File: config.mk
export PLATFORM = sky130hd
export DESIGN_NAME = eqm_divider
export DESIGN_NICKNAME = d
export VERILOG_FILES = /design/src/rtl/eqm_pkg.sv /design/src/rtl/eqm_divider.sv
export SDC_FILE = /design/constraint.sdc
export NUM_CORES = 1
export LEC_CHECK = 0
export ABC_AREA = 1
export BUFFER_PORTS_ARGS = -buffer_cell sky130_fd_sc_hd__buf_4
export CAP_MARGIN = 20
export CORE_UTILIZATION = 55
export DETAILED_ROUTE_END_ITERATION = 6
export PLACE_DENSITY_LB_ADDON = 0.15
export SLEW_MARGIN = 15
export SYNTH_ARGS = -nofsm -noshare
export SYNTH_HDL_FRONTEND = slang
export SYNTH_SLANG_ARGS = --single-unit
File: constraint.sdc
create_clock -name clk_i -period 6.32 [get_ports clk_i]
set_clock_uncertainty 0.2 [all_clocks]
set_input_delay 0 -clock clk_i [delete_from_list [all_inputs] [get_ports clk_i]]
set_output_delay 0 -clock clk_i [all_outputs]
set_load 0.02 [all_outputs]
File: src/rtl/eqm_pkg.sv
// Package of the empirical quantile and mean engine.
// Holds request and status codes, field widths and the cell control struct.
// No dependencies.
`timescale 1ns / 1ps
`default_nettype none

package eqm_pkg;

  localparam int unsigned ValueW  = 32;
  localparam int unsigned SumW    = 40;
  localparam int unsigned RankW   = 8;
  localparam int unsigned WeightW = 17;
  localparam int unsigned ProdW   = 50;
  localparam logic [WeightW-1:0] WeightOne = 17'd65536;

  typedef enum logic [1:0] {
    REQ_LOAD  = 2'd0,
    REQ_QUERY = 2'd1,
    REQ_CLEAR = 2'd2,
    REQ_NONE  = 2'd3
  } req_type_e;

  typedef enum logic [1:0] {
    ST_OK    = 2'd0,
    ST_EMPTY = 2'd1,
    ST_RANGE = 2'd2,
    ST_FULL  = 2'd3
  } status_e;

  typedef struct packed {
    logic load;
    logic rotate;
  } cell_ctrl_t;

endpackage

`default_nettype wire

File: src/rtl/eqm_divider.sv
// Restoring divider for the series mean, one quotient bit per cycle.
// Depends on eqm_pkg for widths.
`timescale 1ns / 1ps
`default_nettype none

module eqm_divider #(
  parameter int unsigned CountW = 9
) (
  input  wire                                clk_i,
  input  wire                                rst_ni,
  input  wire                                start_i,
  input  wire signed [eqm_pkg::SumW-1:0]     sum_i,
  input  wire [CountW-1:0]                   count_i,
  output logic                               busy_o,
  output logic signed [eqm_pkg::ValueW-1:0]  mean_o
);

  localparam int unsigned SW = eqm_pkg::SumW;
  localparam int unsigned StepW = $clog2(SW + 1);

  logic [StepW-1:0]  step_q;
  logic              busy_q, neg_q;
  logic [SW-1:0]     quo_q;
  logic [CountW-1:0] rem_q, den_q;
  logic [CountW:0]   rem_sh;
  logic              ge;

  assign rem_sh = {rem_q, quo_q[SW-1]};
  assign ge     = rem_sh >= {1'b0, den_q};
  assign busy_o = busy_q;

  always_ff @(posedge clk_i or negedge rst_ni) begin
    if (!rst_ni) begin
      busy_q <= 1'b0;
      step_q <= '0;
    end else if (start_i) begin
      busy_q <= 1'b1;
      step_q <= StepW'(SW);
    end else if (busy_q) begin
      step_q <= step_q - 1'b1;
      if (step_q == StepW'(1)) busy_q <= 1'b0;
    end
  end

  always_ff @(posedge clk_i) begin
    if (start_i) begin
      neg_q <= sum_i[SW-1];
      quo_q <= sum_i[SW-1] ? (~sum_i + 1'b1) : sum_i;
      rem_q <= '0;
      den_q <= count_i;
    end else if (busy_q) begin
      rem_q <= ge ? CountW'(rem_sh - {1'b0, den_q}) : CountW'(rem_sh);
      quo_q <= {quo_q[SW-2:0], ge};
    end
  end

  // saturate the truncated quotient to 32 bits
  always_comb begin
    if (neg_q) begin
      mean_o = (quo_q > SW'(33'h0_8000_0000)) ? 32'sh8000_0000 : -$signed(quo_q[31:0]);
    end else begin
      mean_o = (quo_q > SW'(32'h7FFF_FFFF)) ? 32'sh7FFF_FFFF : $signed(quo_q[31:0]);
    end
  end

endmodule

`default_nettype wire

==> impl_summary.log <==
[metrics] run status: completed
[metrics] max-slew violations: 0
[metrics] Syn Std Cell Area: 0.00547 mm^2
[metrics] reg-to-reg startpoint: quo_q[39]$_DFFE_PP_
[metrics] Area growth, synth to finish: 26.0%
[metrics] count of vias placed by the detailed router: 5999
[metrics] Worst Path Required: 6.12 ns
[metrics] fill cell instance count of the final layout: 842
[metrics] share of power burned in the clock network: 22.9%
[metrics] WS Path Type: register to output pin
[metrics] Layout Cells excl Fill: roughly 1100
[metrics] global-route wire length before repair: 26600 um
[metrics] clock tree sinks: 66
[metrics] internal cell power: 0.984 mW
[metrics] crit-path most repeated cell: nand2_4
[metrics] total clock buffers created by CTS: 9
[metrics] largest net degree at the start of global routing: 52
[metrics] largest vdd supply drop: 0.174 mV
[metrics] combinational share of power: 39.2%
[metrics] fraction of registers with async set or reset after synthesis: 10.6%
[metrics] post-synth net total: a little under 900
[metrics] register area: 0.00186 mm^2
[metrics] count of yosys warnings during synthesis: 0
[metrics] TritonCTS clock tree: yes
[metrics] Setup WS pre-CTS: 3.60 ns
[metrics] number of max-capacitance violations reported: 0
[metrics] peak fanout along the critical path: 32
[metrics] antenna violation net count after detailed routing: 0
[metrics] H-tree lvl count: 3
[metrics] initial cell density of the core: about 56%
[metrics] port bufs: 84
[metrics] routed wire length: between 15000 and 20000 um
[metrics] Hold WC Path Type: input port to register
[metrics] count of pins on the block boundary: 85
[metrics] number of flops mapped to enable cells by yosys: 50
[metrics] Top delay family on crit path: simple AND/OR/NAND/NOR gates
[metrics] clock latency reported for the late side of the worst-skew pair: 0.36 ns
[metrics] total leakage power: roughly 3.1 nW
[metrics] cell types with the largest area share after synthesis: edfxtp_1, nand2_1, nand3_1
[metrics] critical-path cell list: or2_1, nor3_1, nand2_1, nor2_1, inv_1, nand2_4, nand2_4, o21ai_0, buf_4
[metrics] Synth Instances: 816
[metrics] crit path capture: mean_o[2]
[metrics] area of the multi-input gates: 0.00314 mm^2
[metrics] predominant post-synthesis flop cell: edfxtp_1
[metrics] Final Instance Area: 0.00689 mm^2
[metrics] worst hold slack: 0.156 ns
[metrics] Reg2Reg Capture Point: rem_q[4]$_SDFFE_PP0P_
[metrics] R2R setup slack: 3.55 ns
[metrics] Vias/cell: approximately 5.6
[metrics] WL/cell: 15.6 um
[metrics] proportion of netlist area held by the largest area contributor: between 20% and 30%
[metrics] total power draw: roughly 1.6 mW
[metrics] via count of the first global-routing pass: 5503
[metrics] die width: 102 um
[metrics] total power divided by cell area: 235 mW/mm^2
[metrics] final count of hold timing violations: 0
[metrics] weighted congestion reported at the end of routability-driven placement: about 0.93
[metrics] total net switching power: 0.634 mW
[metrics] total congestion overflow after global routing: 0
[metrics] number of DRC violations after detailed-routing iteration 0: 427
[metrics] switching share of total power: roughly two fifths
[metrics] total buffers and inverters traversed by the critical path: 2
[metrics] dominant cell type by area after synthesis: edfxtp_1
[metrics] Arr. time, crit path: 2.69 ns
[metrics] fraction of final layout cells sized beyond drive strength 1: 13.0%
[metrics] Slowest cell on crit path: edfxtp_1
[metrics] Period minus WS final: about 2.9 ns
[metrics] reg2reg path depth: 13
[metrics] CP peak stage delay: about 0.4 ns
[metrics] clock-pin slew on the worst setup and hold paths: approximately 0.080 ns
[metrics] proportion of synthesized chip area in sequential cells: 33.9%
[metrics] Setup TNS Final: 0 ns
[metrics] number of post-CTS setup repair buffers: 0
[metrics] Overall Global Routing Usage: 33.8%
[metrics] kind of end point of the critical path: output pin
[metrics] final critical-path setup slack: 3.43 ns
[metrics] total of flip-flops plus latches after synthesis: between 60 and 70
[metrics] Diodes inserted: 0
[metrics] Util after Layout: a little over 70%
[metrics] tightest slew margin relative to the limit: about 41%
[metrics] number of placed instances, taps included: 1010
[metrics] number of nets in the finished design: about 1000
[metrics] Critical path origin: quo_q[33]$_DFFE_PP_
[metrics] slew at the pin closest to its max-slew limit: 0.879 ns
[metrics] maximum clock frequency: 346 MHz
[metrics] area post-placement: 0.00617 mm^2
[metrics] initial antenna violation count: 0
[metrics] Core ar.: between 0.009 and 0.01 mm^2
[metrics] number of setup violations in the final report: 0
[metrics] depth of the critical timing path with buffers and inverters included: 9
[metrics] count of cell types in the netlist: 39
[metrics] number of design rule violations left after detail routing: 0
[metrics] Die H: 102 um
[metrics] floorplan row count: 36
[metrics] Total Die Area: 0.0103 mm^2
[metrics] Sequential Power Share: between 30% and 40%
[metrics] cts repair resizes: 0
[metrics] synthesized area per cell: roughly 6.7 um^2
[metrics] library cell used as clock root buffer: clkbuf_8
[metrics] unrepaired setup endpoints after global routing: false
[metrics] final period utilization: 45.7%
[metrics] kind of start point of the critical path: register
[metrics] first-pass detailed-route iteration total: 6
[metrics] DP HPWL: 12100 um
[metrics] maximum buffer depth of the clock tree: 2
[how the worst min path moves through the flow]
stage | from | endpoint | slack [ns] | depth (start not counted)
after detailed placement | rst_ni | step_q[5]$_DFFE_PN0P_ | -0.38 | 1
after floorplan | rst_ni | busy_o$_DFF_PN0_ | -0.50 | 0
after global placement | rst_ni | step_q[3]$_DFFE_PN0P_ | -0.39 | 1
after global routing | count_i[6] | den_q[6]$_DFFE_PP_ | 0.15 | 2
final | count_i[6] | den_q[6]$_DFFE_PP_ | 0.16 | 2
after CTS | count_i[6] | den_q[6]$_DFFE_PP_ | 0.15 | 2
[what timing repair did]
action / 4_1_cts / 5_1_grt
hold buffers: 52 / 0
endpoints found under the hold margin: 66 / 0
setup endpoints to repair: 0 / 0
[cell families (layout without fill, tap and decap cells)]
| group | Yosys count | count (layout) | share of synthesized area, % |
|---|---|---|---|
| simple gates | 443 | 443 | 35.0 |
| compound gates | 133 | 133 | 12.8 |
| buf+inv | 121 | 250 | 8.60 |
| flops | 66 | 66 | 33.9 |
| xor+xnor | 39 | 39 | 6.24 |
| fa+ha+maj | 14 | 14 | 3.34 |
[area by class of cell]
cell class	count	area share, %
clock buffer	9	1.80
clock inverter	7	1.09
inverter	96	5.23
multi-input combinational	629	45.6
sequential	66	26.9
tap	133	2.41
timing repair buffer	138	16.9
[registers in the layout, summed over array words and instances (netlist names)]
register,count
busy_o,1
den_q,9
neg_q,1
quo_q,40
rem_q,9
step_q,6
[cell usage in the layout (no fill, tap or decap), drive strengths merged, types with 2 or more instances in the layout]
master and instances:
inv 98, xor2 31, o21ai 101, a31oi 2, dlygate4sd3 52, nor3 7
nor2 107, edfxtp 50, nand2 203, nand4 13, buf 86, xnor2 8
ha 13, a21oi 15, dfrtp 7, clkinv 4, nor4 2, o211ai 2
nand3 96, clkbuf 9, nand3b 4, o22ai 5, o21bai 3, dfxtp 9
or2 10
[cell usage after synthesis (all sizes together) (8+ instances only)]
library cell  number
a21oi             15
clkbuf            19
dfxtp              9
edfxtp            50
ha                13
inv               96
nand2            203
nand3             96
nand4             13
nor2             107
o21ai            101
or2               10
xnor2              8
xor2              31
[worst register-to-register path: stages (launching register included)]
cell and delay [ns]:
edfxtp_1 0.40, inv_1 0.09, ha_1 0.15, inv_1 0.06, fa_1 0.41, nand3_1 0.13
nand3_1 0.14, nand2_1 0.09, nand2_1 0.07, nand3_1 0.08, nand2_1 0.32, or2_2 0.42
nand3_1 0.08, nand2_1 0.06
[per-layer routing]
metal / vias up / global-route usage [%] / part of all wire (%)
li1: 2943 / - / -
met1: 2759 / 46.6 / 45
met2: 255 / 53.6 / 45
met3: 42 / 4.90 / 6.9
met4: 0 / 12.8 / 2.6
met5: - / 0 / 0
[power groups by stage]
stage	Sequential (mW)	Combinational [mW]	Clock [mW]
5_1_grt	0.623	0.708	0.388
4_1_cts	0.612	0.622	0.373
2_1_floorplan	0.596	0.434	0
6_report	0.613	0.635	0.370
3_3_place_gp	0.618	0.575	0
3_5_place_dp	0.621	0.591	0
(Power assumes the default switching activity.)
