$ cat src/rtl/eqm_pkg.sv
// Package of the empirical quantile and mean engine.
// Holds request and status codes, field widths and the cell control struct.
// No dependencies.
`timescale 1ns / 1ps
`default_nettype none

package eqm_pkg;

  localparam int unsigned ValueW  = 32;
  localparam int unsigned SumW    = 40;
  localparam int unsigned RankW   = 8;
  localparam int unsigned WeightW = 17;
  localparam int unsigned ProdW   = 50;
  localparam logic [WeightW-1:0] WeightOne = 17'd65536;

  typedef enum logic [1:0] {
    REQ_LOAD  = 2'd0,
    REQ_QUERY = 2'd1,
    REQ_CLEAR = 2'd2,
    REQ_NONE  = 2'd3
  } req_type_e;

  typedef enum logic [1:0] {
    ST_OK    = 2'd0,
    ST_EMPTY = 2'd1,
    ST_RANGE = 2'd2,
    ST_FULL  = 2'd3
  } status_e;

  typedef struct packed {
    logic load;
    logic rotate;
  } cell_ctrl_t;

endpackage

`default_nettype wire

$ cat src/rtl/eqm_cell.sv
// One cell of the sorted sample chain.
// Depends on eqm_pkg; neighbors are wired by the top level.
`timescale 1ns / 1ps
`default_nettype none

module eqm_cell (
  input  wire                                  clk_i,
  input  wire eqm_pkg::cell_ctrl_t             ctrl_i,
  input  wire                                  occupied_i,
  input  wire                                  tail_i,
  input  wire signed [eqm_pkg::ValueW-1:0]     sample_i,
  input  wire signed [eqm_pkg::ValueW-1:0]     left_value_i,
  input  wire                                  left_gt_i,
  input  wire signed [eqm_pkg::ValueW-1:0]     right_value_i,
  output logic signed [eqm_pkg::ValueW-1:0]    value_o,
  output logic                                 gt_o
);

  logic signed [eqm_pkg::ValueW-1:0] value_q, value_d;

  assign gt_o    = occupied_i && (value_q > sample_i);
  assign value_o = value_q;

  always_comb begin
    value_d = value_q;
    if (ctrl_i.rotate) begin
      value_d = right_value_i;
    end else if (ctrl_i.load && (gt_o || tail_i)) begin
      // take the left neighbor when it moves up too, else the new sample
      value_d = left_gt_i ? left_value_i : sample_i;
    end
  end

  always_ff @(posedge clk_i) begin
    value_q <= value_d;
  end

endmodule

`default_nettype wire

$ cat config.mk
export PLATFORM = sky130hd
export DESIGN_NAME = eqm_cell
export DESIGN_NICKNAME = d
export VERILOG_FILES = /design/src/rtl/eqm_pkg.sv /design/src/rtl/eqm_cell.sv
export SDC_FILE = /design/constraint.sdc
export NUM_CORES = 1
export LEC_CHECK = 0
export ABC_AREA = 1
export BUFFER_PORTS_ARGS = -buffer_cell sky130_fd_sc_hd__buf_2
export CAP_MARGIN = 20
export CELL_PAD_IN_SITES_DETAIL_PLACEMENT = 2
export CELL_PAD_IN_SITES_GLOBAL_PLACEMENT = 2
export CORE_ASPECT_RATIO = 2
export CORE_MARGIN = 5
export CORE_UTILIZATION = 26
export CTS_CLUSTER_DIAMETER = 50
export DETAILED_ROUTE_END_ITERATION = 12
export GPL_ROUTABILITY_DRIVEN = 0
export PLACE_DENSITY_LB_ADDON = 0.12
export SLEW_MARGIN = 15
export SYNTH_ARGS = -nofsm -noshare
export SYNTH_HDL_FRONTEND = slang
export SYNTH_SLANG_ARGS = --single-unit
$ cat constraint.sdc
create_clock -name clk_i -period 8.1 [get_ports clk_i]
set_input_delay 2.43 -clock clk_i [delete_from_list [all_inputs] [get_ports clk_i]]
set_output_delay 2.43 -clock clk_i [all_outputs]
set_load 0.02 [all_outputs]
==> flow_summary_export.csv, run 1 <==
group,metric,value,unit
setup_path,crit_fanout,4,
die,die_area,11900,um^2
worst_hold_path,hp-start,"value_o[31]",
routing,num_vias,2603,
worst_hold_path,hold_class,"reg2reg",
cells_and_area,final_common_cell,"buf_2",
global_routing,grtUsageTotal,0.155,
setup_path,r2r-end,"value_o[9]",
die,io_pins,135,
synthesis,syn-num-nets,432,
sta,fmax,0.156,GHz
setup_path,cpPeakStageDelay,0.36,ns
setup_path,r2r_start,"value_o[31]",
clocking,insertion_delay,0.28,ns
run,max_cap_viol_count,0,
place,dp_worst_setup_slack,1.66,ns
synthesis,syn_inst,298,
sta,slew_headroom,0.414,
sta,tightestPinTransition,0.876,ns
sta,slew_viol_final,0,
power,peakVddDrop,0.0662,mV
power,p_int,387,uW
sta,period_needed,6.40,ns
global_routing,antenna_found_initial,0,
clocking,cts_resized,0,
routing,ant_nets,0,
sta,fin_crit_sh,0.791,
setup_path,crit_path_end_kind,"output pin",
power,clkPwrFrac,0.325,
cells_and_area,synthToLayoutAreaGrowth,38.0,%
synthesis,yosys_register_bits,32,
cells_and_area,layout.nets,562,
clocking,ctsRootBufferMaster,"clkbuf_16",
cells_and_area,final_area,3490,um^2
clocking,clk_pin_slew_worst_paths,0.05,ns
synthesis,synth_cell_types,18,
clocking,cts_htree_levels,2,
run_status,status,"completed",
clocking,post-cts-setup-buffers,0,
routing,dr.pass1.iters,3,
setup_path,required,5.67,ns
synthesis,syn_area,2530,um^2
setup_path,regToRegSetupSlack,5.35,ns
sta,hold_violations,0,
sta,final.setup_skew,0.00177,ns
die,die_h,149,um
routing,wl,8990,um
setup_path,startpoint,"sample_i[31]",
routing,drt_iter0_markers,44,
clocking,holdBufCountCts,0,
die,rows,51,
place,port_buffers,134,
global_routing,grt_max_degree,63,
sta,timing.setup.tns,0,ns
synthesis,ys_warn_count,0,
die,initial_core_util,0.262,
worst_hold_path,hold_depth,6,
routing,drc,0,
setup_path,cpMaxStageDelayCell,"ha_1",
cells_and_area,antenna_cells,0,
routing,routedWlPerCell,16.0,um
cells_and_area,n_fill_cell,1146,
synthesis,yosysSeqAreaShare,0.380,
setup_path,critical_path.cell_chain,"buf_2 -> inv_1 -> ha_1 -> nand2_2 -> nor2_2 -> nand2_2 -> nor3b_2 -> nand2_1 -> o21a_1 -> nand3_2 -> inv_1 -> buf_2",
power,p_seq_frac,0.378,
sta,rsz0062_at_grt,"no",
die,die_w,79.7,um
place,placed_area,3330,um^2
sta,finalSetupViolations,0,
cells_and_area,final_layout_size_suffix_gt1_frac,0.345,
worst_hold_path,holdPathEnd,"value_o[0]",
synthesis,avgSynthCellArea,8.49,um^2
setup_path,path_delay_family,"simple AND/OR/NAND/NOR gates",
clocking,clockBufferDepth,2,
setup_path,reg2reg_depth,11,
clocking,cts_tree,"yes",
setup_path,startpoint_type,"primary input",
clocking,cts_sinks,32,
routing,vias_per_cell,4.64,
cells_and_area,layout_common_cells,"buf_2, nand2_1, inv_1",
power,cellPowerDensity,162,nW/um^2
sta,worst_slack,1.70,ns
setup_path,cp.arrival,3.97,ns
global_routing,grt_overflow,0,
clocking,numCtsBuffers,5,
die,core_area,9640,um^2
setup_path,path_class,"in2out",
place,dpl.hpwl,7350,um
power,swShare,0.314,
cells_and_area,largest_reg_flops,32,
global_routing,grt_pass1_wl,14200,um
setup_path,cp.buffers_inverters,4,
power,power_leakage,0.00175,uW
power,pwr-share-comb,0.297,
global_routing,grt_pass1_vias,3055,
power,p_switching,177,uW
==> power groups by stage <==
stage | logic [uW] | clock network, uW | registers, uW
finish | 168 | 183 | 214
global placement | 166 | 0 | 216
global route | 191 | 200 | 216
detailed placement | 172 | 0 | 218
floorplan | 80.1 | 0 | 236
CTS | 172 | 193 | 214
==> routing by layer <==
layer  vias to the layer above  wire (um)  track usage
met5                         -          0            0
met2                        78       5470        0.329
li1                       1282          -            -
met4                         0        108       0.0457
met3                         5        513       0.0343
met1                      1238       2900        0.134
==> per-stage QoR <==
stage	std cells	power, uW	hold slack [ns]	utilization
after global routing	561	606	1.92	0.362
after CTS	560	579	1.83	0.359
after floorplan	298	316	1.81	-
final	561	564	1.75	0.362
after detailed placement	552	389	1.81	0.345
after global placement	552	382	1.77	0.345
==> worst max-delay path by stage <==
| stage | endpoint | slack (ns) | cells after the start |
|---|---|---|---|
| 4_1_cts | gt_o | 1.65 | 12 |
| 5_1_grt | gt_o | 1.51 | 12 |
| 6_report | gt_o | 1.70 | 12 |
| 3_3_place_gp | gt_o | 1.66 | 12 |
| 3_5_place_dp | gt_o | 1.66 | 12 |
| 2_1_floorplan | gt_o | 2.08 | 10 |
==> Yosys cell counts <==
library cell,count,share of area
o21ai_0,2,0.0040
nand2_2,2,0.0049
nor3b_2,1,0.0049
o211ai_1,29,0.086
nor2_2,1,0.0025
inv_2,1,0.0015
nand2_1,72,0.11
ha_1,32,0.16
o21a_1,32,0.095
nand3_1,3,0.0059
inv_1,44,0.065
nor2_1,11,0.016
a21o_1,1,0.0030
clkbuf_1,13,0.019
a21oi_1,20,0.040
nand3_2,1,0.0040
nand4_1,1,0.0025
edfxtp_1,32,0.38
==> logic make-up after synthesis <==
family | synth area share
compound gates | 0.228
fa+ha+maj | 0.158
buf+inv | 0.0861
flops | 0.380
simple gates | 0.148
==> worst min-delay path: stages (launching register included) <==
cell and delay (ns):
edfxtp_1 0.35, ha_1 0.22, nand3_1 0.12, nand3_2 0.10, nand2_1 0.05, nand2_1 0.06, nand2_2 0.49
==> layout make-up <==
cell class,instances,area [um^2],area share
Multi-Input combinational cell,208,1350,0.388
Sequential cell,32,961,0.275
Timing Repair Buffer,136,706,0.202
Inverter,45,169,0.0484
Tap cell,132,165,0.0473
Clock buffer,7,133,0.0380
Clock inverter,1,3.75,0.00108
Note: power is estimated with default switching activity, not from simulation.
==> inputs of run 2 (changes only) <==
--- a/config.mk
+++ b/config.mk
@@ -12,7 +12,7 @@
 export CELL_PAD_IN_SITES_GLOBAL_PLACEMENT = 2
 export CORE_ASPECT_RATIO = 2
 export CORE_MARGIN = 5
-export CORE_UTILIZATION = 26
+export CORE_UTILIZATION = 22
 export CTS_CLUSTER_DIAMETER = 50
 export DETAILED_ROUTE_END_ITERATION = 12
 export GPL_ROUTABILITY_DRIVEN = 0
==> constraint.sdc (replaced) <==
create_clock -name clk_i -period 5.84 [get_ports clk_i]
set_input_delay 1.752 -clock clk_i [delete_from_list [all_inputs] [get_ports clk_i]]
set_output_delay 1.752 -clock clk_i [all_outputs]
set_load 0.02 [all_outputs]
==> run 2 against run 1 <==
Effect of this change:
- first-iteration DRC count shrank 2.3%
- setup slack lost 0.97 ns
- clock skew grew 0.0034 ns
- largest cell class unchanged
==> flow_summary_export.csv, run 2 (synthesis gave the netlist of run 1 again) <==
group,metric,value,unit
run_status,status,"completed",
place,dp_worst_setup_slack,0.676,ns
sta,rsz0062_at_grt,"no",
setup_path,r2r_start,"value_o[31]",
global_routing,grt_overflow,0,
cells_and_area,fin_cells,571,
place,dpl.hpwl,7510,um
power,cellPowerDensity,225,nW/um^2
cells_and_area,layout_common_cells,"buf_2, nand2_1, inv_1",
place,placed_area,3350,um^2
die,die_h,162,um
global_routing,grt_pass1_vias,2981,
setup_path,startpoint,"sample_i[31]",
die,core_area,11300,um^2
cells_and_area,layout.nets,562,
setup_path,cp.arrival,3.37,ns
clocking,cts_sinks,32,
clocking,clk_pin_slew_worst_paths,0.06,ns
sta,hold_violations,0,
sta,fin_crit_sh,0.876,
clocking,cts_htree_levels,2,
worst_hold_path,hold_class,"in2reg",
sta,fmax,0.195,GHz
sta,slew_viol_final,0,
setup_path,crit_path_end_kind,"output pin",
setup_path,reg2reg_depth,11,
routing,highest_layer,"met4",
setup_path,path_class,"in2out",
sta,timing.setup.tns,0,ns
clocking,numCtsBuffers,5,
routing,drc,0,
clocking,cts_resized,0,
place,port_buffers,134,
clocking,post-cts-setup-buffers,0,
routing,vias_per_cell,4.62,
die,io_pins,135,
setup_path,r2r-end,"value_o[5]",
global_routing,grtUsageTotal,0.134,
clocking,cts_tree,"yes",
sta,hold-worst-slack,1.74,ns
clocking,clockBufferDepth,2,
global_routing,grt_max_degree,63,
setup_path,cpMaxStageDelayCell,"ha_1",
sta,slew_headroom,0.385,
die,initial_core_util,0.224,
routing,num_vias,2636,
cells_and_area,final_layout_size_suffix_gt1_frac,0.345,
routing,drt_iter0_markers,43,
routing,routedWlPerCell,16.3,um
die,die_w,85.8,um
place,place_inst,563,
setup_path,critical_path.cell_chain,"buf_2 -> inv_1 -> ha_1 -> nand2_2 -> nor2_2 -> nand2_2 -> nor3b_2 -> nand2_1 -> o21a_1 -> nand3_2 -> inv_1 -> buf_2",
global_routing,grt_pass1_wl,14400,um
sta,final.setup_skew,0.00515,ns
clocking,holdBufCountCts,0,
routing,wl,9280,um
setup_path,crit_fanout,4,
sta,worst_slack,0.722,ns
cells_and_area,synthToLayoutAreaGrowth,37.7,%
routing,wl_met2,5510,um
routing,met1_length,3090,um
clocking,ctsRootBufferMaster,"clkbuf_16",
routing,route.met3.wl,561,um
power,power_leakage,0.00174,uW
global_routing,antenna_found_initial,0,
setup_path,startpoint_type,"primary input",
routing,dr.pass1.iters,2,
cells_and_area,antenna_cells,0,
run,max_cap_viol_count,0,
die,die_area,13900,um^2
sta,finalSetupViolations,0,
setup_path,required,4.09,ns
sta,period_needed,5.12,ns
die,rows,55,
clocking,insertion_delay,0.28,ns
power,peakVddDrop,0.0869,mV
cells_and_area,final_area,3480,um^2
setup_path,cpPeakStageDelay,0.36,ns
cells_and_area,final_common_cell,"buf_2",
setup_path,regToRegSetupSlack,2.94,ns
cells_and_area,largest_reg_flops,32,
sta,tightestPinTransition,0.919,ns
routing,ant_nets,0,
setup_path,crit_path_end,"gt_o",
==> run 2: changes by cell type in the layout (fill, tap and decap cells not counted) <==
cell and delta:
buf_4 +1, buf_16 -1
==> run 2: how the worst min path moves through the flow <==
stage                                  from           to  slack [ns]  cells after the start
after floorplan                 value_o[31]   value_o[0]        1.81                      6
after global placement          value_o[31]  value_o[31]        1.88                      6
after detailed placement        value_o[31]  value_o[24]        1.88                      6
after CTS                 right_value_i[24]  value_o[24]        1.73                      2
after global routing      right_value_i[24]  value_o[24]        1.75                      2
final                     right_value_i[24]  value_o[24]        1.74                      2
==> run 2: metal layers <==
| metal | vias up | track usage |
|---|---|---|
| met4 | 0 | 0.0367 |
| li1 | 1284 | - |
| met1 | 1266 | 0.119 |
| met3 | 7 | 0.0296 |
| met5 | - | 0 |
| met2 | 79 | 0.282 |
==> run 2: per-stage QoR <==
step | total power, uW | utilization
6_report | 785 | 0.309
5_1_grt | 838 | 0.309
4_1_cts | 808 | 0.309
3_5_place_dp | 540 | 0.296
3_3_place_gp | 535 | 0.296
2_1_floorplan | 438 | -
==> run 2: power by group <==
group / total (uW) / leakage [uW] / internal [uW] / switching (uW)
clock network: 260 / 0.0000655 / 157 / 103
logic: 230 / 0.00136 / 94.6 / 135
registers: 295 / 0.000318 / 283 / 11.9
==> run 2: worst max-delay path, delay by kind of cell <==
kind	cells	cell delay, ns
simple gates	6	0.76
fa+ha+maj	1	0.36
buf+inv	4	0.32
compound gates	1	0.18
==> run 2: area by class of cell <==
type | instances | area, um^2
Fill cell | 1393 | 7800
Multi-Input combinational cell | 208 | 1350
Sequential cell | 32 | 961
Timing Repair Buffer | 136 | 686
Tap cell | 142 | 178
Inverter | 45 | 169
Clock buffer | 7 | 133
Clock inverter | 1 | 3.75
==> inputs of run 3 (changes only) <==
--- a/config.mk
+++ b/config.mk
@@ -16,6 +16,7 @@
 export CTS_CLUSTER_DIAMETER = 50
 export DETAILED_ROUTE_END_ITERATION = 12
 export GPL_ROUTABILITY_DRIVEN = 0
+export MAX_ROUTING_LAYER = met4
 export PLACE_DENSITY_LB_ADDON = 0.12
 export SLEW_MARGIN = 15
 export SYNTH_ARGS = -nofsm -noshare
==> run 3 against run 2 <==
Effect of this change:
- clock skew about the same
- sequential share of layout area unchanged
- global-route usage increased by 0.37 points
- non-clock buffer count unchanged
- critical path depth unchanged
- register-to-register slack about the same
- die area unchanged
- final cell count unchanged
- combinational power about the same
- maximum frequency about the same
==> flow_summary_export.csv, run 3 (synthesis gave the netlist of run 1 again) <==
group,metric,value,unit
run_status,status,"completed",
setup_path,cpPeakStageDelay,0.37,ns
sta,timing.setup.tns,0,ns
global_routing,grtUsageTotal,0.137,
clocking,post-cts-setup-buffers,0,
cells_and_area,seq_area,961,um^2
power,power_leakage,0.00174,uW
setup_path,required,4.09,ns
sta,final.setup_skew,0.00550,ns
cells_and_area,fin_util,0.309,
setup_path,cp.arrival,3.37,ns
die,rows,55,
global_routing,grt_pass1_wl,14400,um
clocking,numCtsBuffers,5,
routing,vias_per_cell,4.60,
die,io_pins,135,
place,port_buffers,134,
clocking,insertion_delay,0.28,ns
setup_path,cpMaxStageDelayCell,"ha_1",
sta,slew_headroom,0.387,
setup_path,reg2reg_depth,11,
worst_hold_path,hold_depth,2,
worst_hold_path,hold_class,"in2reg",
routing,drc,0,
cells_and_area,final_common_cell,"buf_2",
sta,fmax,0.195,GHz
cells_and_area,layout_common_cells,"buf_2, nand2_1, inv_1",
clocking,holdBufCountCts,0,
sta,tightestPinTransition,0.917,ns
routing,ant_nets,0,
clocking,clockBufferDepth,2,
cells_and_area,final_layout_size_suffix_gt1_frac,0.345,
setup_path,crit_path_end_kind,"output pin",
clocking,clk_pin_slew_worst_paths,0.06,ns
die,initial_core_util,0.224,
cells_and_area,multi_input_area,1350,um^2
clocking,cts_sinks,32,
setup_path,critical_path.cell_chain,"buf_2 -> inv_1 -> ha_1 -> nand2_2 -> nor2_2 -> nand2_2 -> nor3b_2 -> nand2_1 -> o21a_1 -> nand3_2 -> inv_1 -> buf_2",
cells_and_area,antenna_cells,0,
clocking,ctsRootBufferMaster,"clkbuf_16",
cells_and_area,largest_reg_flops,32,
routing,dr.pass1.iters,3,
cells_and_area,final_area,3480,um^2
routing,num_vias,2624,
routing,drt_iter0_markers,44,
setup_path,path_class,"in2out",
global_routing,grt_overflow,0,
sta,hold_violations,0,
clocking,cts_htree_levels,2,
power,cellPowerDensity,226,nW/um^2
die,die_h,162,um
run,max_cap_viol_count,0,
clocking,cts_tree,"yes",
place,placed_area,3350,um^2
sta,rsz0062_at_grt,"no",
global_routing,antenna_found_initial,0,
routing,wl,9260,um
setup_path,startpoint_type,"primary input",
routing,routedWlPerCell,16.2,um
clocking,cts_resized,0,
global_routing,grt_max_degree,63,
die,core_area,11300,um^2
sta,period_needed,5.12,ns
sta,finalSetupViolations,0,
die,die_w,85.8,um
sta,slew_viol_final,0,
sta,fin_crit_sh,0.877,
cells_and_area,layout.nets,562,
power,peakVddDrop,0.0870,mV
place,dpl.hpwl,7510,um
cells_and_area,synthToLayoutAreaGrowth,37.7,%
die,die_area,13900,um^2
global_routing,grt_pass1_vias,2988,
cells_and_area,n_fill_cell,1393,
setup_path,crit_fanout,4,
-- run 3: cell counts in the layout (fill, tap and decap cells not counted) --
No cell type changed its count.
-- run 3: where the power goes --
part	internal, uW	switching [uW]	total [uW]	leakage (uW)
sequential	283	11.9	295	0.000318
clock	157	104	261	0.0000655
combinational	94.6	135	230	0.00136
total	535	251	786	0.00174
-- run 3: path summary, 6_finish.rpt --
check,from,end,slack (ns)
worst max-delay path,sample_i[31],gt_o,0.72
worst min-delay path,right_value_i[24],value_o[24],1.74
worst max register to register,value_o[31],value_o[5],2.94
worst min register to register,value_o[31],value_o[31],1.81
-- run 3: cell type report --
| class | count | share of cell area |
|---|---|---|
| clock buffers | 7 | 0.0381 |
| clock inverters | 1 | 0.00108 |
| inverters | 45 | 0.0485 |
| multi-input cells | 208 | 0.388 |
| flip-flops and latches | 32 | 0.276 |
| well taps | 142 | 0.0510 |
| repair buffers | 136 | 0.197 |
-- run 3: metrics by stage --
step                      setup slack, ns  cells  total power, uW  hold slack, ns
after floorplan                      1.18    298              438            1.81
after global placement              0.728    563              535            1.88
after detailed placement            0.676    563              540            1.88
after CTS                           0.673    571              808            1.73
after global routing                0.570    571              838            1.75
final                               0.719    571              786            1.74
-- run 3: worst max-delay path, delay by kind of cell --
family          cells  cell delay, ns
simple gates        6            0.75
fa+ha+maj           1            0.37
buf+inv             4            0.32
compound gates      1            0.18
-- run 3: routing by layer --
metal | GRT usage | vias up | part of all wire
met5 | - | - | 0
met4 | 0.0367 | 0 | 0.012
met3 | 0.0204 | 7 | 0.046
met2 | 0.282 | 79 | 0.60
met1 | 0.124 | 1254 | 0.35
li1 | - | 1284 | -
